--- config.mk ---
export PLATFORM = sky130hd
export DESIGN_NAME = hcc_cell
export DESIGN_NICKNAME = d
export VERILOG_FILES = /design/src/hw/rtl/assert_macros.svh /design/src/hw/rtl/hcc_pkg.sv /design/src/hw/rtl/hcc_cell.sv
export SDC_FILE = /design/constraint.sdc
export NUM_CORES = 1
export LEC_CHECK = 0
export ABC_AREA = 1
export BUFFER_PORTS_ARGS = -buffer_cell sky130_fd_sc_hd__buf_2
export CAP_MARGIN = 15
export CORE_AREA = 2 2 395 397
export DETAILED_ROUTE_END_ITERATION = 12
export DIE_AREA = 0 0 397 399
export PLACE_DENSITY = 0.42
export SLEW_MARGIN = 25
export SYNTH_ARGS = -nofsm -noshare
export SYNTH_HDL_FRONTEND = slang
export SYNTH_SLANG_ARGS = --single-unit
--- constraint.sdc ---
create_clock -name i_clk -period 34.9 [get_ports i_clk]
set_clock_uncertainty 0.1 [all_clocks]
set_input_delay 1.745 -clock i_clk [delete_from_list [all_inputs] [get_ports i_clk]]
set_output_delay 1.745 -clock i_clk [all_outputs]
set_load 0.05 [all_outputs]
--- src/hw/rtl/assert_macros.svh ---
// ---------------------------------------------------------------------------
// Assertion macros
// Concurrent assertion wrappers for the subkey derivation RTL. They are empty
// in synthesis builds.
// ---------------------------------------------------------------------------
`ifndef ASSERT_MACROS_SVH
`define ASSERT_MACROS_SVH

`ifndef SYNTHESIS
`define HCC_ASSERT(lbl, prop) \
    lbl: assert property (@(posedge i_clk) disable iff (!i_rst_n) prop) \
        else $error("assertion failed");
`define HCC_ASSERT_RST(lbl, prop) \
    lbl: assert property (@(posedge i_clk) prop) \
        else $error("assertion failed during reset");
`else
`define HCC_ASSERT(lbl, prop)
`define HCC_ASSERT_RST(lbl, prop)
`endif

`endif

--- src/hw/rtl/hcc_pkg.sv ---
// ---------------------------------------------------------------------------
// hcc_pkg
// Types, constants and helper functions shared by the subkey derivation RTL.
// ---------------------------------------------------------------------------
`timescale 1ns / 1ps
`default_nettype none

package hcc_pkg;

    localparam int WORD_W = 32;
    localparam int FIELD_W = 64;
    localparam int STATE_WORDS = 16;
    localparam int CFG_INDEX_W = 2;

    localparam logic [WORD_W-1:0] SIGMA_0 = 32'h61707865;
    localparam logic [WORD_W-1:0] SIGMA_1 = 32'h3320646e;
    localparam logic [WORD_W-1:0] SIGMA_2 = 32'h79622d32;
    localparam logic [WORD_W-1:0] SIGMA_3 = 32'h6b206574;

    typedef logic [STATE_WORDS-1:0][WORD_W-1:0] t_state;

    typedef enum logic [CFG_INDEX_W-1:0] {
        REG_KEY_0_7   = 2'd0,
        REG_KEY_8_15  = 2'd1,
        REG_KEY_16_23 = 2'd2,
        REG_KEY_24_31 = 2'd3
    } t_cfg_reg;

    typedef struct packed {
        logic [FIELD_W-1:0] nonce_bytes_8_15;
        logic [FIELD_W-1:0] nonce_bytes_0_7;
    } t_in_word;

    typedef struct packed {
        logic [FIELD_W-1:0] subkey_bytes_24_31;
        logic [FIELD_W-1:0] subkey_bytes_16_23;
        logic [FIELD_W-1:0] subkey_bytes_8_15;
        logic [FIELD_W-1:0] subkey_bytes_0_7;
    } t_out_word;

    function automatic logic [WORD_W-1:0] rotl32(input logic [WORD_W-1:0] v,
                                                 input logic [4:0] n);
        return (v << n) | (v >> (6'd32 - {1'b0, n}));
    endfunction

endpackage

`default_nettype wire

--- src/hw/rtl/hcc_cell.sv ---
// ---------------------------------------------------------------------------
// hcc_cell
// One pipeline cell: half of a quarter-round applied to all four columns or
// all four diagonals of the state, registered, with valid/ready flow control.
// ---------------------------------------------------------------------------
`timescale 1ns / 1ps
`default_nettype none

module hcc_cell #(
    parameter bit DIAG   = 1'b0,
    parameter bit SECOND = 1'b0
) (
    input  wire logic           i_clk,
    input  wire logic           i_rst_n,
    input  wire logic           i_valid,
    output logic                o_ready,
    input  wire hcc_pkg::t_state i_state,
    output logic                o_valid,
    input  wire logic           i_ready,
    output hcc_pkg::t_state     o_state
);

    localparam int OFF = DIAG ? 1 : 0;
    localparam int ROT_A = SECOND ? 8 : 16;
    localparam int ROT_B = SECOND ? 7 : 12;

    logic            r_valid;
    hcc_pkg::t_state r_state;
    hcc_pkg::t_state n_state;

    assign o_ready = !r_valid || i_ready;
    assign o_valid = r_valid;
    assign o_state = r_state;

    always_comb begin
        logic [3:0]  ia;
        logic [3:0]  ib;
        logic [3:0]  ic;
        logic [3:0]  id;
        logic [31:0] a_sum;
        logic [31:0] d_rot;
        logic [31:0] c_sum;
        n_state = i_state;
        for (int j = 0; j < 4; j++) begin
            ia = {2'b00, 2'(j)};
            ib = {2'b01, 2'(j + OFF)};
            ic = {2'b10, 2'(j + 2 * OFF)};
            id = {2'b11, 2'(j + 3 * OFF)};
            a_sum = i_state[ia] + i_state[ib];
            d_rot = hcc_pkg::rotl32(i_state[id] ^ a_sum, 5'(ROT_A));
            c_sum = i_state[ic] + d_rot;
            n_state[ia] = a_sum;
            n_state[id] = d_rot;
            n_state[ic] = c_sum;
            n_state[ib] = hcc_pkg::rotl32(i_state[ib] ^ c_sum, 5'(ROT_B));
        end
    end

    always_ff @(posedge i_clk) begin
        if (!i_rst_n) begin
            r_valid <= 1'b0;
        end else if (o_ready) begin
            r_valid <= i_valid;
        end
    end

    always_ff @(posedge i_clk) begin
        if (o_ready && i_valid) begin
            r_state <= n_state;
        end
    end

endmodule

`default_nettype wire
After elaboration in Yosys (flattened, before gate mapping):

Index checks and enable logic that the tools add are counted.

* register bits: 513
* latch bits: 0
* bits in writable memories: 0
* memory bits (read-only): 0
* output and inout bits: 514
* word-level logic and storage cells: 44
* memories: 0

* add/sub/neg operators: 8
* multiply operators: 0
* divide/modulo/power cells: 0
* $lt $le $gt $ge: 0
* equal/unequal tests: 0
* shift operators: 0
* muxes and demuxes: 0
* bitwise operators: 16
* reduce and logical (&&, ||, !) cells: 3

Operator list (count)
* $add 32x32->32: 8
* $xor 32x32->32: 8
* $or 32x12->32: 4
* $or 32x16->32: 4
* $logic_and 1x1->1: 1
* $logic_not 1->1: 1
* $logic_or 1x1->1: 1

Logic depth before layout (Yosys ltp):

* depth in word-level cells: 6
* depth in mapped cells: 32

Worst setup path after synthesis:

OpenSTA, ideal clock, no wires.

* kind: input-to-reg
* start: input port i_valid
* end: register r_state, in the netlist o_state[0] (enable)
* setup time: 1.557 ns
* arrival time: 26.280 ns
* data required time: 33.243 ns
* setup slack: 6.963 ns
* cell stages on the path: 2
* cells stage by stage: inv_1 -> a21oi_1

* word-level cells in the longest chain between the ends: 1

Ends and longest elaborated chain
* start, declared: RTL line hcc_cell.sv:15 `input wire logic i_valid,`
* $logic_and 1x1->1: RTL line hcc_cell.sv:68 `if (o_ready && i_valid) begin`
* end signal, assigned: RTL line hcc_cell.sv:69 `r_state <= n_state;`
* end, declared: RTL line hcc_cell.sv:28 `hcc_pkg::t_state r_state;`

No other way between the ends.
A chain may end at the register's enable or synchronous reset.

==> flow_summary.ini <==
[grt]
grt_pass1_vias = 30900
grtUsageTotal_pct = 20.4
grt_pass1_wl_mm = 229
grt_max_degree = 126
grt_overflow = 0
antenna_found_initial = 64

[detailed_routing]
wire_per_inst_um = 24.4
totalWireLength_mm = 168
via_count = 31000
drc = 0
drt_iter0_drc = 2106
final_antenna_net_count = 0
routed_via_density = 4.52
first_pass_iters = 6

[setup_path]
cp_num_buf_inv = 4
criticalPathCategory = input port to flop
crit_fanout = 4
start_kind = input port
crit_family = adder cells
crit_required_ns = 35.19
critical_path_arrival_ns = 6.20
cpMaxStageDelayCell = o21ai_0
slowest_delay_ns = 0.47
cp-end-kind = flop
crit_chain = buf_2 > ha_1 > fa_1 > nand2_1 > nand2_1 > o21ai_1 > inv_1 > nand2_1 > nand2_1 > a21oi_1 > xnor2_1 > xor2_1 > ha_1 > inv_1 > fa_1 > inv_1 > nand3_1 > nand2_1 > a21oi_2 > o21ai_0 > nand3_1 > nand3_1 > xor3_1
cp_common_cell = nand2_1

[logic_synthesis]
yosysMostFrequentCell = nand2_1
async_flop_share_pct = 0
yosysSeqAreaShare_pct = 45.1
syn_nets = 4425
synth_edf_count = 512
ys_ff_latch = 513
synth.top_cell.area_share_pct = 45.1
synth_area_per_cell_um2 = 9.34
yosys.area.top_type = edfxtp_1
synth_flop_cell = edfxtp_1
syn_inst = 3653
yosys_warnings = 0
synth_common_cells = 821 x nand2_1, 512 x edfxtp_1, 392 x inv_1, 318 x nor2_1, 299 x xor2_1
ys_types = 54
netlist_top_cells_area = edfxtp_1 45%, ha_1 9.1%, nand2_1 9.0%
syn_area_um2 = 34100

[run_status]
status = complete, no violations

[timing]
rsz0062_at_grt = no
relSlewSlack_pct = 32.4
holdWs_ns = 0.452
setup-tns-final_ns = 0
setup_viol = 0
fin_crit_sh_pct = 16.9
postLayoutSetupSlackWorst_ns = 28.99
tightest_slew_ns = 1.01
fmax_mhz = 169
fin_crit_ns = 5.91
hold_viol = 0
slew_violations = 0

[floorplanning]
rows = 144
die_h_um = 399
initial_core_util_pct = 22.2
dieArea_um2 = 158000
fp.dieW_um = 397
coreArea_um2 = 154000
io_pins = 1030

[layout]
fin_nets = 5528
drive_above_1_share_pct = 26.4
final_area_um2 = 44200
area_growth_pct = 29.7
fin_cells = 6870

[placement]
place_inst = 6728
pre_cts_slack_ns = 28.21
place.gp.congestion = 0.943
placed_area_um2 = 41900
port_buffers = 1029
place_hpwl_mm = 146

[clocking]
clk_latency_ns = 0.65
numClockSinks = 513
cts.clk_slew.worst_paths_ns = 0.06
htree_levels = 3
hold_buffers = 0
ctsLongestPathBuffers = 3
cts_setup_buffers = 0
cts_buffers = 70
clockRootBuffer = clkbuf_16
cts_resized = 0
cts_tree = built

[min_path]
min-delay-path-class = flop to flop

[power]
cellPowerDensity_nw_per_um2 = 74.7
power.leakage_nw = 20.3
max-vdd-ir-drop_mv = 0.0454

[run]
max_cap_violations = 0
[layout by cell type (no fill, tap or decap), types with 22 or more instances in the layout]
| cell | netlist | layout |
|---|---|---|
| o21bai_1 | 28 | 28 |
| nand2_2 | 32 | 32 |
| nor3_1 | 45 | 45 |
| nand2_1 | 821 | 821 |
| inv_1 | 392 | 392 |
| nand3_1 | 202 | 202 |
| nor2_1 | 318 | 318 |
| a21o_1 | 41 | 41 |
| nand4_1 | 23 | 23 |
| xor2_1 | 299 | 299 |
| a21oi_1 | 268 | 267 |
| clkbuf_16 | 0 | 72 |
| o21ai_2 | 22 | 22 |
| xnor2_1 | 61 | 60 |
| xor2_2 | 22 | 22 |
| o21ai_0 | 123 | 123 |
| edfxtp_1 | 512 | 512 |
| buf_2 | 1 | 1029 |
| ha_1 | 248 | 248 |
[worst reg2reg max path, delay by kind of cell (launching register included)]
family / cells / cell delay [ns]
AO/OA/AOI/OAI: 1 / 0.63
flip-flops: 1 / 0.34
buffers and inverters: 4 / 3.01
[logic make-up after synthesis]
kind of cell             synth area share, %
AND/OR/NAND/NOR                         18.4
XOR/XNOR                                12.7
adder cells (fa/ha/maj)                 9.57
flip-flops                              45.1
buffers and inverters                   4.42
AO/OA/AOI/OAI                           9.77
[flip-flops by register name, indices dropped and copies added, names as in the netlist]
| signal | count |
|---|---|
| o_state | 512 |
| o_valid | 1 |
[power breakdown]
| group | internal [mW] | switching [mW] |
|---|---|---|
| Sequential | 0.897 | 0.0485 |
| Combinational | 0.396 | 1.22 |
| Clock | 0.445 | 0.297 |
[final timing paths]
| path | end | cells after the start | slack, ns | startpoint |
|---|---|---|---|---|
| setup / recovery | o_state[164] | 23 | 28.99 | i_state[160] |
| hold / removal | o_valid | 2 | 0.45 | o_valid |
| setup reg to reg | o_state[490] | 5 | 30.33 | o_valid |
| hold reg to reg | o_valid | 2 | 0.45 | o_valid |
[area by class of cell]
class | instances | area [um^2]
clock inverter | 39 | 457
inverter | 396 | 1490
clock buffer | 85 | 1850
sequential | 513 | 15400
timing repair buffer | 1036 | 5220
multi-input combinational | 2739 | 17200
antenna | 18 | 45.0
tap | 2044 | 2560
fill | 16600 | 109000
[routing by layer]
| layer | GRT usage [%] | up-vias | part of all wire, % |
|---|---|---|---|
| li1 | - | 14700 | - |
| met1 | 25.8 | 14900 | 42 |
| met2 | 34.1 | 1155 | 47 |
| met3 | 5.32 | 233 | 7.7 |
| met4 | 5.85 | 42 | 2.6 |
| met5 | 0 | - | 0.16 |
[through the flow]
stage          utilization, %  power [mW]
3_5_place_dp             27.2        2.58
6_report                 28.8        3.31
4_1_cts                  28.7        3.35
3_3_place_gp             27.2        2.59
5_1_grt                  28.8        3.47
2_1_floorplan               -        2.07
Power figures use the tool's default switching activity.
